## src/ptrd_pkg.sv

```systemverilog
// ----------------------------------------------------------------------------
// ptrd_pkg - shared types and constants for the planar tile row decoder
// Depth codes, tile lengths, the tile store write request and the row job.
// ----------------------------------------------------------------------------
package ptrd_pkg;

    // tile_depth register codes
    localparam logic [2:0] DEPTH_NONE  = 3'd0;
    localparam logic [2:0] DEPTH_2BPP  = 3'd1;
    localparam logic [2:0] DEPTH_4BPP  = 3'd2;
    localparam logic [2:0] DEPTH_8BPP  = 3'd3;
    localparam logic [2:0] DEPTH_MODE7 = 3'd4;

    // tile lengths in bytes
    localparam logic [7:0] LEN_2BPP  = 8'd16;
    localparam logic [7:0] LEN_4BPP  = 8'd32;
    localparam logic [7:0] LEN_8BPP  = 8'd64;
    localparam logic [7:0] LEN_MODE7 = 8'd128;

    // store geometry: two banks of eight 64-bit rows, one byte lane per plane
    localparam int BANKS    = 2;
    localparam int ROWS     = 8;
    localparam int LANES    = 8;
    localparam int WORD_W   = 64;
    localparam int RAM_DEPTH = BANKS * ROWS;

    // one byte lane write into the tile store
    typedef struct packed {
        logic       en;
        logic       bank;
        logic [2:0] row;
        logic [2:0] lane;
        logic [7:0] data;
    } wr_req_t;

    // one finished tile waiting for row output
    typedef struct packed {
        logic [2:0] depth;
        logic [7:0] offset;
        logic       h_flip;
        logic       v_flip;
    } job_t;

    // job queue status seen by front and back
    typedef struct packed {
        logic full;
        logic empty;
        logic wr_ptr;
        logic rd_ptr;
    } q_stat_t;

    // bytes per tile, zero when inactive
    function automatic logic [7:0] tile_len(input logic [2:0] depth);
        logic [7:0] len;
        case (depth)
            DEPTH_2BPP:  len = LEN_2BPP;
            DEPTH_4BPP:  len = LEN_4BPP;
            DEPTH_8BPP:  len = LEN_8BPP;
            DEPTH_MODE7: len = LEN_MODE7;
            default:     len = 8'd0;
        endcase
        return len;
    endfunction

endpackage

```

## src/ptrd_tile_ram.sv

```systemverilog
// ----------------------------------------------------------------------------
// ptrd_tile_ram - double-banked tile store
// 16 x 64-bit rows, byte-lane write, one registered row read per cycle.
// ----------------------------------------------------------------------------
module ptrd_tile_ram (
    input  logic                         clk,
    input  ptrd_pkg::wr_req_t            wr,
    input  logic                         rd_en,
    input  logic [3:0]                   rd_addr,
    output logic [ptrd_pkg::WORD_W-1:0]  rd_data
);

    logic [ptrd_pkg::WORD_W-1:0] mem [ptrd_pkg::RAM_DEPTH];

    always_ff @(posedge clk)
    begin
        if (wr.en)
        begin
            mem[{wr.bank, wr.row}][{wr.lane, 3'b000} +: 8] <= wr.data;
        end
        if (rd_en)
        begin
            rd_data <= mem[rd_addr];
        end
    end

endmodule

```

## src/ptrd_front.sv

```systemverilog
// ----------------------------------------------------------------------------
// ptrd_front - byte loader
// Counts tile bytes, steers each into its row and plane lane (in mode 7
// only the even bytes), posts a job on the final byte.
// ----------------------------------------------------------------------------
module ptrd_front (
    input  logic                clk,
    input  logic                rst_n,
    input  logic                cfg_wr_en,
    input  logic [2:0]          cfg_wr_data,
    input  logic                accept,
    input  logic [7:0]          tile_byte,
    input  logic [7:0]          pal_offset,
    input  logic                h_flip,
    input  logic                v_flip,
    input  ptrd_pkg::q_stat_t   q_stat,
    output ptrd_pkg::wr_req_t   wr,
    output logic                push,
    output ptrd_pkg::job_t      push_job
);

    logic [2:0] depth_reg;
    logic [6:0] count_reg;
    logic [6:0] count_next;
    logic [7:0] len;
    logic [6:0] cnt;
    logic       active;
    logic       last;
    logic       mode7;
    logic [5:0] m7_idx;

    always_comb
    begin
        len    = ptrd_pkg::tile_len(depth_reg);
        active = (len != 8'd0);
        mode7  = (depth_reg == ptrd_pkg::DEPTH_MODE7);
        cnt    = ({1'b0, count_reg} >= len) ? 7'd0 : count_reg;
        last   = ({1'b0, cnt} == (len - 8'd1));
        m7_idx = cnt[6:1];

        wr.bank = q_stat.wr_ptr;
        wr.data = tile_byte;
        if (mode7)
        begin
            wr.en   = accept && active && !cnt[0];
            wr.row  = m7_idx[5:3];
            wr.lane = m7_idx[2:0];
        end
        else
        begin
            wr.en   = accept && active;
            wr.row  = cnt[3:1];
            wr.lane = {cnt[5:4], cnt[0]};
        end

        push            = accept && active && last;
        push_job.depth  = depth_reg;
        push_job.offset = pal_offset;
        push_job.h_flip = h_flip;
        push_job.v_flip = v_flip;

        count_next = count_reg;
        if (accept)
        begin
            if (!active || last)
                count_next = 7'd0;
            else
                count_next = cnt + 7'd1;
        end
    end

    always_ff @(posedge clk or negedge rst_n)
    begin
        if (!rst_n)
        begin
            depth_reg <= ptrd_pkg::DEPTH_NONE;
            count_reg <= 7'd0;
        end
        else if (cfg_wr_en)
        begin
            depth_reg <= cfg_wr_data;
            count_reg <= 7'd0;
        end
        else
        begin
            count_reg <= count_next;
        end
    end

endmodule

```

## src/ptrd_job_queue.sv

```systemverilog
// ----------------------------------------------------------------------------
// ptrd_job_queue - two-entry job queue
// Slot index doubles as the tile store bank of the job.
// ----------------------------------------------------------------------------
module ptrd_job_queue (
    input  logic                clk,
    input  logic                rst_n,
    input  logic                push,
    input  ptrd_pkg::job_t      push_job,
    input  logic                pop,
    output ptrd_pkg::job_t      head,
    output ptrd_pkg::q_stat_t   stat
);

    ptrd_pkg::job_t slot_reg [ptrd_pkg::BANKS];
    logic       wr_ptr_reg;
    logic       rd_ptr_reg;
    logic [1:0] count_reg;
    logic [1:0] count_next;

    always_comb
    begin
        count_next = count_reg;
        if (push && !pop)
            count_next = count_reg + 2'd1;
        else if (pop && !push)
            count_next = count_reg - 2'd1;

        stat.full   = (count_reg == 2'd2);
        stat.empty  = (count_reg == 2'd0);
        stat.wr_ptr = wr_ptr_reg;
        stat.rd_ptr = rd_ptr_reg;
        head        = slot_reg[rd_ptr_reg];
    end

    always_ff @(posedge clk or negedge rst_n)
    begin
        if (!rst_n)
        begin
            wr_ptr_reg <= 1'b0;
            rd_ptr_reg <= 1'b0;
            count_reg  <= 2'd0;
        end
        else
        begin
            count_reg <= count_next;
            if (push)
                wr_ptr_reg <= ~wr_ptr_reg;
            if (pop)
                rd_ptr_reg <= ~rd_ptr_reg;
        end
    end

    always_ff @(posedge clk)
    begin
        if (push)
            slot_reg[wr_ptr_reg] <= push_job;
    end

endmodule

```

## src/ptrd_back.sv

```systemverilog
// ----------------------------------------------------------------------------
// ptrd_back - row sequencer
// Reads one stored row per issue, decodes eight pixels, holds the result.
// ----------------------------------------------------------------------------
module ptrd_back (
    input  logic                         clk,
    input  logic                         rst_n,
    input  ptrd_pkg::job_t               head,
    input  ptrd_pkg::q_stat_t            q_stat,
    output logic                         pop,
    output logic                         rd_en,
    output logic [3:0]                   rd_addr,
    input  logic [ptrd_pkg::WORD_W-1:0]  rd_data,
    output logic                         out_valid,
    input  logic                         out_stall,
    output logic [2:0]                   row_index,
    output logic [7:0]                   pix0,
    output logic [7:0]                   pix1,
    output logic [7:0]                   pix2,
    output logic [7:0]                   pix3,
    output logic [7:0]                   pix4,
    output logic [7:0]                   pix5,
    output logic [7:0]                   pix6,
    output logic [7:0]                   pix7,
    output logic [7:0]                   opaque_mask,
    output logic                         last_row
);

    logic [2:0] issue_row_reg;
    logic       pend_reg;
    logic [2:0] pend_row_reg;
    logic       out_valid_reg;
    logic [2:0] row_index_reg;
    logic [7:0] pix_reg [ptrd_pkg::LANES];
    logic [7:0] mask_reg;
    logic       last_reg;

    logic       mode7;
    logic [2:0] rd_row;
    logic [7:0] plane_en;
    logic [7:0] val  [ptrd_pkg::LANES];
    logic [7:0] pix  [ptrd_pkg::LANES];
    logic [7:0] mask;

    always_comb
    begin
        mode7 = (head.depth == ptrd_pkg::DEPTH_MODE7);

        // issue only when the output slot is free by the time data lands
        rd_en   = !q_stat.empty && !pend_reg && (!out_valid_reg || !out_stall);
        rd_row  = (!mode7 && head.v_flip) ? ~issue_row_reg : issue_row_reg;
        rd_addr = {q_stat.rd_ptr, rd_row};
        pop     = pend_reg && (pend_row_reg == 3'd7);

        case (head.depth)
            ptrd_pkg::DEPTH_2BPP: plane_en = 8'h03;
            ptrd_pkg::DEPTH_4BPP: plane_en = 8'h0f;
            default:              plane_en = 8'hff;
        endcase

        for (int c = 0; c < ptrd_pkg::LANES; c++)
        begin
            if (mode7)
            begin
                val[c] = rd_data[c*8 +: 8];
                pix[c] = val[c];
            end
            else
            begin
                for (int k = 0; k < ptrd_pkg::LANES; k++)
                begin
                    // column c sits at bit 7-c of each plane, mirrored by h_flip
                    val[c][k] = plane_en[k] &
                                rd_data[k*8 + (head.h_flip ? c : 7 - c)];
                end
                pix[c] = (val[c] != 8'd0) ? (head.offset + val[c]) : 8'd0;
            end
            mask[c] = (val[c] != 8'd0);
        end
    end

    always_ff @(posedge clk or negedge rst_n)
    begin
        if (!rst_n)
        begin
            issue_row_reg <= 3'd0;
            pend_reg      <= 1'b0;
            out_valid_reg <= 1'b0;
        end
        else
        begin
            pend_reg <= rd_en;
            if (rd_en)
                issue_row_reg <= issue_row_reg + 3'd1;
            if (pend_reg)
                out_valid_reg <= 1'b1;
            else if (!out_stall)
                out_valid_reg <= 1'b0;
        end
    end

    always_ff @(posedge clk)
    begin
        if (rd_en)
            pend_row_reg <= issue_row_reg;
        if (pend_reg)
        begin
            row_index_reg <= pend_row_reg;
            mask_reg      <= mask;
            last_reg      <= (pend_row_reg == 3'd7);
            for (int c = 0; c < ptrd_pkg::LANES; c++)
                pix_reg[c] <= pix[c];
        end
    end

    assign out_valid   = out_valid_reg;
    assign row_index   = row_index_reg;
    assign pix0        = pix_reg[0];
    assign pix1        = pix_reg[1];
    assign pix2        = pix_reg[2];
    assign pix3        = pix_reg[3];
    assign pix4        = pix_reg[4];
    assign pix5        = pix_reg[5];
    assign pix6        = pix_reg[6];
    assign pix7        = pix_reg[7];
    assign opaque_mask = mask_reg;
    assign last_row    = last_reg;

endmodule

```

## src/planar_tile_row_decoder_top.sv

```systemverilog
// ----------------------------------------------------------------------------
// planar_tile_row_decoder_top - 8x8 tile loader and row decoder
// Loads a tile byte by byte and emits its eight decoded rows.
// ----------------------------------------------------------------------------
//
//  channel  | handshake              | payload
//  ---------+------------------------+---------------------------------------
//  in       | in_valid / in_stall    | tile_byte, pal_offset, h_flip, v_flip
//  out      | out_valid / out_stall  | row_index, pix0..pix7, opaque_mask,
//           |                        | last_row
//  cfg      | cfg_wr_en              | cfg_wr_data (tile_depth)
//
//  Input takes one byte per cycle unless in_stall is high; a tile is 16,
//  32, 64 or 128 transfers. Output reads each row from the tile store,
//  then decodes it into the output register before the next row is read.
//  The tile store has two banks; loading stalls only when both hold tiles
//  still waiting for output. Reset clears counters, queue and the output
//  valid; store contents are not cleared. A tile_depth write drops a
//  partly loaded tile.
//
module planar_tile_row_decoder_top (
    input  logic        clk,
    input  logic        rst_n,

    input  logic        cfg_wr_en,
    input  logic [2:0]  cfg_wr_data,

    input  logic        in_valid,
    output logic        in_stall,
    input  logic [7:0]  tile_byte,
    input  logic [7:0]  pal_offset,
    input  logic        h_flip,
    input  logic        v_flip,

    output logic        out_valid,
    input  logic        out_stall,
    output logic [2:0]  row_index,
    output logic [7:0]  pix0,
    output logic [7:0]  pix1,
    output logic [7:0]  pix2,
    output logic [7:0]  pix3,
    output logic [7:0]  pix4,
    output logic [7:0]  pix5,
    output logic [7:0]  pix6,
    output logic [7:0]  pix7,
    output logic [7:0]  opaque_mask,
    output logic        last_row
);

    ptrd_pkg::q_stat_t            q_stat;
    ptrd_pkg::wr_req_t            wr;
    ptrd_pkg::job_t               push_job;
    ptrd_pkg::job_t               head;
    logic                         push;
    logic                         pop;
    logic                         accept;
    logic                         rd_en;
    logic [3:0]                   rd_addr;
    logic [ptrd_pkg::WORD_W-1:0]  rd_data;

    // both banks busy: hold off the loader
    assign in_stall = q_stat.full;
    assign accept   = in_valid && !in_stall;

    ptrd_front u_front (
        .clk         (clk),
        .rst_n       (rst_n),
        .cfg_wr_en   (cfg_wr_en),
        .cfg_wr_data (cfg_wr_data),
        .accept      (accept),
        .tile_byte   (tile_byte),
        .pal_offset  (pal_offset),
        .h_flip      (h_flip),
        .v_flip      (v_flip),
        .q_stat      (q_stat),
        .wr          (wr),
        .push        (push),
        .push_job    (push_job)
    );

    ptrd_tile_ram u_ram (
        .clk     (clk),
        .wr      (wr),
        .rd_en   (rd_en),
        .rd_addr (rd_addr),
        .rd_data (rd_data)
    );

    // one job per finished tile; slot number selects the store bank
    ptrd_job_queue u_queue (
        .clk      (clk),
        .rst_n    (rst_n),
        .push     (push),
        .push_job (push_job),
        .pop      (pop),
        .head     (head),
        .stat     (q_stat)
    );

    ptrd_back u_back (
        .clk         (clk),
        .rst_n       (rst_n),
        .head        (head),
        .q_stat      (q_stat),
        .pop         (pop),
        .rd_en       (rd_en),
        .rd_addr     (rd_addr),
        .rd_data     (rd_data),
        .out_valid   (out_valid),
        .out_stall   (out_stall),
        .row_index   (row_index),
        .pix0        (pix0),
        .pix1        (pix1),
        .pix2        (pix2),
        .pix3        (pix3),
        .pix4        (pix4),
        .pix5        (pix5),
        .pix6        (pix6),
        .pix7        (pix7),
        .opaque_mask (opaque_mask),
        .last_row    (last_row)
    );

endmodule

```

## config.mk

```make
export PLATFORM = sky130hd
export DESIGN_NAME = planar_tile_row_decoder_top
export DESIGN_NICKNAME = d
export VERILOG_FILES = /design/src/ptrd_pkg.sv /design/src/ptrd_tile_ram.sv /design/src/ptrd_front.sv /design/src/ptrd_job_queue.sv /design/src/ptrd_back.sv /design/src/planar_tile_row_decoder_top.sv
export SDC_FILE = /design/constraint.sdc
export NUM_CORES = 2
export LEC_CHECK = 0
export BUFFER_PORTS_ARGS = -buffer_cell sky130_fd_sc_hd__clkbuf_2
export CORE_ASPECT_RATIO = 0.6
export CORE_MARGIN = 2
export CORE_UTILIZATION = 55
export CTS_BUF_LIST = sky130_fd_sc_hd__clkbuf_4 sky130_fd_sc_hd__clkbuf_8 sky130_fd_sc_hd__clkbuf_16
export CTS_CLUSTER_SIZE = 16
export DETAILED_ROUTE_END_ITERATION = 7
export HOLD_SLACK_MARGIN = 0.12
export PLACE_DENSITY = 0.74
export SETUP_SLACK_MARGIN = 0.3
export SYNTH_ARGS = -nofsm -noshare
export SYNTH_HDL_FRONTEND = slang
export SYNTH_SLANG_ARGS = --single-unit
```

## constraint.sdc

```tcl
create_clock -name clk -period 5.4 [get_ports clk]
set_input_delay 0.54 -clock clk [delete_from_list [all_inputs] [get_ports clk]]
set_output_delay 0.54 -clock clk [all_outputs]
set_load 0.02 [all_outputs]
```

* Word level (Yosys, flattened, before mapping)
Memories as Yosys holds them, arrays and structs flattened. A register that Yosys moved wholly into a read port is not among the register bits.
Index checks and enable logic that the tools add are counted.
** Storage, ports and cells
- Flip-flop bits (word level) :: 34
- RAM bits :: 1114
- Memories :: 3
** Operators by class
- Add/subtract/negate cells :: 70
- Magnitude comparators :: 65
- Equal/unequal tests :: 11
- Shift operators :: 2
- Mux-type cells :: 243
- Bitwise operators :: 67
- Reduce and logical (&&, ||, !) cells :: 42
** Memory list
- u_ram.mem :: words 16, bits a word 64, read ports 1, clocked after memory_dff 1, wr ports 1, RTL line ptrd_tile_ram.sv:13 : logic [ptrd_pkg::WORD_W-1:0] mem [ptrd_pkg::RAM_DEPTH];
- u_back.pix_reg :: words 8, bits a word 8, read ports 8, clocked after memory_dff 0, wr ports 8, RTL line ptrd_back.sv:34 : logic [7:0] pix_reg [ptrd_pkg::LANES];
- u_queue.slot_reg :: words 2, bits a word 13, read ports 1, clocked after memory_dff 0, wr ports 1, RTL line ptrd_job_queue.sv:15 : ptrd_pkg::job_t slot_reg [ptrd_pkg::BANKS];
** Operator list (number)
- $lt 32x8->1 const B :: 64
- $add 7x32->32 const A :: 32
- $add 6x32->32 const A :: 16
- $bmux 1 s6 :: 64
- $add 5x32->32 const A :: 8
- $mux 8 :: 24
- $mux 1 :: 136
- $reduce_bool 8->1 :: 17
- $add 8x8->8 :: 8
- $and 1x1->1 :: 64
- $mux 64 :: 1
- $shift 8x8->64 const A :: 1
- $shiftx 8x8->64 :: 1
- $pmux 8 s4 :: 1
- $mux 7 :: 4
- $mux 3 :: 9
- $pmux 8 s2 :: 1
- $logic_and 1x1->1 :: 10
- $logic_not 1->1 :: 10
- $eq 3x2->1 const B :: 3
- $eq 3x3->1 const B :: 3
- $eq 7x8->1 :: 1
- $ge 7x8->1 :: 1
- $neg 6->8 :: 1
- other kinds (15) :: 20

* Logic depth before layout (Yosys ltp)
- Word-level depth :: 10
- Gate-level depth with buffers :: 18
- Depth with buffers taken out :: 16

* Hierarchy
A second synthesis with hierarchy kept.
** Unflattened totals
- Cells, all modules :: 2761
- Area total of the unflattened synthesis :: 50706.1 um^2
** Modules (own cells, without submodules)
- ptrd_tile_ram :: instances 1, cells each 1881, area an instance 41375.9 um^2, sequential area each 32671.3 um^2
- ptrd_back :: instances 1, cells each 703, area an instance 7130.6 um^2, sequential area each 2497.4 um^2
- ptrd_job_queue :: instances 1, cells each 58, area an instance 1139.8 um^2, sequential area each 880.8 um^2
- ptrd_front :: instances 1, cells each 118, area an instance 1046.0 um^2, sequential area each 250.2 um^2
- planar_tile_row_decoder_top :: instances 1, cells each 1, area an instance 13.8 um^2, sequential area each 0.0 um^2

* Worst setup path before layout
No wires, ideal clock.
- Path type :: register -> register
- Start point :: register u_back.pend_reg
- End point :: register u_back.issue_row_reg[1]
- Data arrival time :: 5155 ps
- Required time :: 5272 ps
- Slack :: 116 ps
- Stages on the path, launching flop included :: 4
- Path buffers :: 0
- Period minus slack after synthesis :: 5284 ps
- Path through :: dfrtp_1 -> a21o_1 -> nor2_1 -> mux2_2
** On the way
- Longest elaborated chain between the ends :: 3
** RTL lines
- start: declaration :: RTL line ptrd_back.sv:30 : logic pend_reg;
- start signal: assignment :: RTL line ptrd_back.sv:92 : pend_reg <= rd_en;
- $logic_not 1->1 :: RTL line ptrd_back.sv:50 : rd_en = !q_stat.empty && !pend_reg && (!out_valid_reg || !out_stall);
- $logic_and 1x1->1 (2 in a row) :: RTL line ptrd_back.sv:50
- net rd_en :: RTL line planar_tile_row_decoder_top.sv:57 : logic rd_en;
- end signal: assignment :: RTL line ptrd_back.sv:94 : issue_row_reg <= issue_row_reg + 3'd1;
- end: declaration :: RTL line ptrd_back.sv:29 : logic [2:0] issue_row_reg;
The timed path passes the listed nets, and every way through them passes these cells.
A chain may end at the register's enable or synchronous reset.

* Final worst setup path
- Start point :: register u_front.depth_reg[0]
- End point :: memory u_ram.mem[2][44] (netlist name), enable pin
** On the way
- Longest elaborated chain between the ends :: 9
** RTL lines
- start: declaration :: RTL line ptrd_front.sv:22 : logic [2:0] depth_reg;
- start signal: assignment :: RTL line ptrd_front.sv:76 : depth_reg <= ptrd_pkg::DEPTH_NONE;
- start signal: assignment :: RTL line ptrd_front.sv:81 : depth_reg <= cfg_wr_data;
- parallel branches: the longest is 9 deep, another holds $ge 7x8->1
- end: declaration :: RTL line ptrd_tile_ram.sv:13
Several ways; the timed one is not identified.

==> results.json <==
{
  "yosysTopAreaCellShare": 0.6660,
  "h-tree-depth": 3,
  "ir_worst_vdd_v": 0.0008456,
  "grt_max_degree": 136,
  "seq_area_frac_synth": 0.6749,
  "outcome": "completed",
  "die_w_um": 407.7,
  "synth_cells": 4069,
  "multi_input_area_sq_mm": 0.01623,
  "cts_root_buffer": "clkbuf_16",
  "tns_ps": 0,
  "synth-edff-count": 1193,
  "final_cells": 5493,
  "crit_type": "reg -> reg",
  "netlist_area_sq_mm": 0.05379,
  "dp_hpwl_mm": 105.1,
  "synthToLayoutAreaGrowth_pct": 10.56,
  "detail_route.wl_per_cell_um": 29.57,
  "total_power_mw": 34.22,
  "initial_core_util": 0.5570,
  "wl_met1_mm": 63.86,
  "cp-end-kind": "flop",
  "min_period_ps": 5135,
  "drt_first_pass_iters": 7,
  "met2WireLength_mm": 65.09,
  "via_per_inst": 6.893,
  "drtIter0Drc": 7507,
  "met3_wirelength_mm": 28.94,
  "critPathLaunchType": "flop",
  "worst_hold_path_type": "in -> reg",
  "syn-num-nets": 4170,
  "powerDensity_mw_per_mm2": 575.5,
  "cp_max_fo": 16,
  "cts_buffers": 102,
  "wl_mm": 162.5,
  "numClockSinks": 1212,
  "highest-signal-layer": "met5",
  "dp_cells": 5285,
  "grt_usage": 0.3174,
  "core_sq_mm": 0.09656,
  "grt_pass1_vias": 34410,
  "final_layout_size_suffix_gt1_frac": 0.1347,
  "ys_warn_count": 0,
  "synthArstFlopShare": 0.01568,
  "io_buffers": 103,
  "fin_nets": 4200,
  "synth_seq_cells": 1212,
  "insertion_delay_ps": 720,
  "place_congestion": 0.9409,
  "worstMarginPinSlew_ps": 1351,
  "hold_violations": 0,
  "crit_path_frequent_cell": "ha_1",
  "maxCapViolations": 0,
  "synth.top_cells.by_area": "edfxtp_1 (67%), a211o_1 (4.2%), o21ai_0 (4.0%)",
  "cpPeakStageDelay_ps": 790,
  "syn_avg_cell_area_sq_um": 13.22,
  "rsz0062_at_grt": "true",
  "slew_headroom": 0.09193,
  "worstPathRequired_ps": 5750,
  "seq_area_sq_mm": 0.03631,
  "overflow": 0,
  "num_rows": 88,
  "setup_viol_count_final": 0,
  "fmax_mhz": 194.8,
  "timing.final.crit_share": 0.9508,
  "clk_pin_slew_worst_paths_ps": 70,
  "fp.dieArea_sq_mm": 0.1004,
  "antenna_found_initial": 9,
  "fillers": 7161,
  "power_leakage_nw": 19.61,
  "tritoncts": "yes",
  "postCtsSetupRepairBufs": 0,
  "fin_worst_skew_ps": 22.05,
  "largest_reg_flops": 1024,
  "worstPathArrival_ps": 5490,
  "io_pins": 104,
  "grt_pass1_wl_mm": 234.4,
  "drcViolationCount": 0,
  "synth_ff_type": "edfxtp_1",
  "maxSlewViolCount": 0,
  "dieHeight_um": 246.2,
  "cp_slowest_cell": "nor2_1",
  "synth.distinct_cells": 65,
  "cts_buffer_depth": 3,
  "cp_cell_sequence": "nand3b_1, ha_1, and2_1, and4_1, nor2_1, a22oi_1, ha_1, ha_1, nor2b_1, nand2_1, nor2_1",
  "num_vias": 37860,
  "postRouteAntennaNets": 0,
  "synth_area_leader_cell": "edfxtp_1"
}
cells in the final DEF (no fill, tap or decap), types with 67 or more instances in the layout:
master and n:
a211o_1 257, a21oi_1 81, buf_4 107, clkbuf_16 102, clkbuf_2 103, edfxtp_1 1193
ha_1 67, mux2_2 74, nand2_1 339, nand3_1 275, nor2_1 203, o21ai_0 426
o221ai_1 127
cells in the mapped netlist (all sizes together), types with 3 or more instances:
cell type and count:
dfrtp 19, xor2 10, xnor2 58, a21o 27
clkbuf 231, nand2 340, nand4 3, and2 59
buf 87, mux2i 7, edfxtp 1193, nand3 277
nand3b 5, inv 24, nor2b 15, o221ai 127
nor4 27, o31ai 13, or3 3, nor2 205
o21ai 476, a31o 64, fa 8, mux2 74
a211o 258, and4 66, a22o 59, a21oi 84
nand2b 10, nor3b 4, nor3 40, ha 67
and3 22, o22ai 65, o41ai 26
worst max-delay path: cells and delay by family (launching register included):
kind / cells / cell delay [ps]
AO/OA/AOI/OAI: 1 / 680
adder cells (fa/ha/maj): 3 / 900
flip-flops: 1 / 450
AND/OR/NAND/NOR: 7 / 2730
final timing paths:
kind / startpoint / end / slack, ps / cells past startpoint
max: u_front.depth_reg[0]$_DFFE_PN0P_ / u_ram.mem[2][44]$_DFFE_PP_ / 270 / 11
min: cfg_wr_en / u_front.depth_reg[2]$_DFFE_PN0P_ / 220 / 2
max reg2reg: u_front.depth_reg[0]$_DFFE_PN0P_ / u_ram.mem[2][44]$_DFFE_PP_ / 270 / 11
min reg2reg: u_back.pend_row_reg[0]$_DFFE_PP_ / u_back.row_index[0]$_DFFE_PP_ / 450 / 0
max in group asynchronous: rst_n / u_back.pend_reg$_DFF_PN0_ / 4650 / 2
min in group asynchronous: rst_n / u_front.count_reg[5]$_DFFE_PN0P_ / 330 / 2
metal layers:
metal  vias to the layer above  GRT usage
met4                        14    0.08573
met1                     18530     0.4730
met3                       295     0.1388
met5                         -          0
met2                      3018     0.4192
li1                      16010          -
what timing repair did:
action | CTS | global route
endpoints found under the setup margin | 0 | 248
endpoints found under the hold margin | 43 | 0
hold buffers | 15 | 0
resized for setup | 0 | 2
final cells by class:
| cell class | instances | area share |
|---|---|---|
| sequential | 1212 | 0.6106 |
| multi-input combinational | 2515 | 0.2729 |
| clock buffer | 129 | 0.04686 |
| timing repair buffer | 244 | 0.03110 |
| tap | 1305 | 0.02746 |
| clock inverter | 57 | 0.009279 |
| inverter | 24 | 0.001515 |
| antenna | 7 | 0.0002946 |
per-stage QoR:
stage          hold WS, ps  instance area (sq um)    util  setup WS (ps)
6_report             215.9                  59470  0.6158          265.5
4_1_cts              155.0                  59440  0.6156          508.8
5_1_grt              201.1                  59450  0.6156          127.8
3_5_place_dp         429.8                  55950  0.5794          521.7
3_3_place_gp         426.9                  55950  0.5794          684.4
2_1_floorplan        244.4                  53790       -           1288
cell families (layout without fill, tap and decap cells):
family / after synthesis / count (layout) / share of synthesized area
DFF: 1212 / 1212 / 0.6749
AOI/OAI and AO/OA: 1211 / 1211 / 0.1551
and+or+nand+nor: 1080 / 1080 / 0.09665
buffers and inverters: 342 / 454 / 0.02610
muxes: 81 / 81 / 0.01717
adders and majority gates: 75 / 75 / 0.01856
xor gates and xnor gates: 68 / 68 / 0.01156
other: 0 / 7 / 0
where the power goes:
group	internal (mW)	switching [mW]
sequential	11.5	1.21
clock	4.13	3.46
combinational	4.81	9.14
total	20.4	13.8
(Power assumes the default switching activity.)
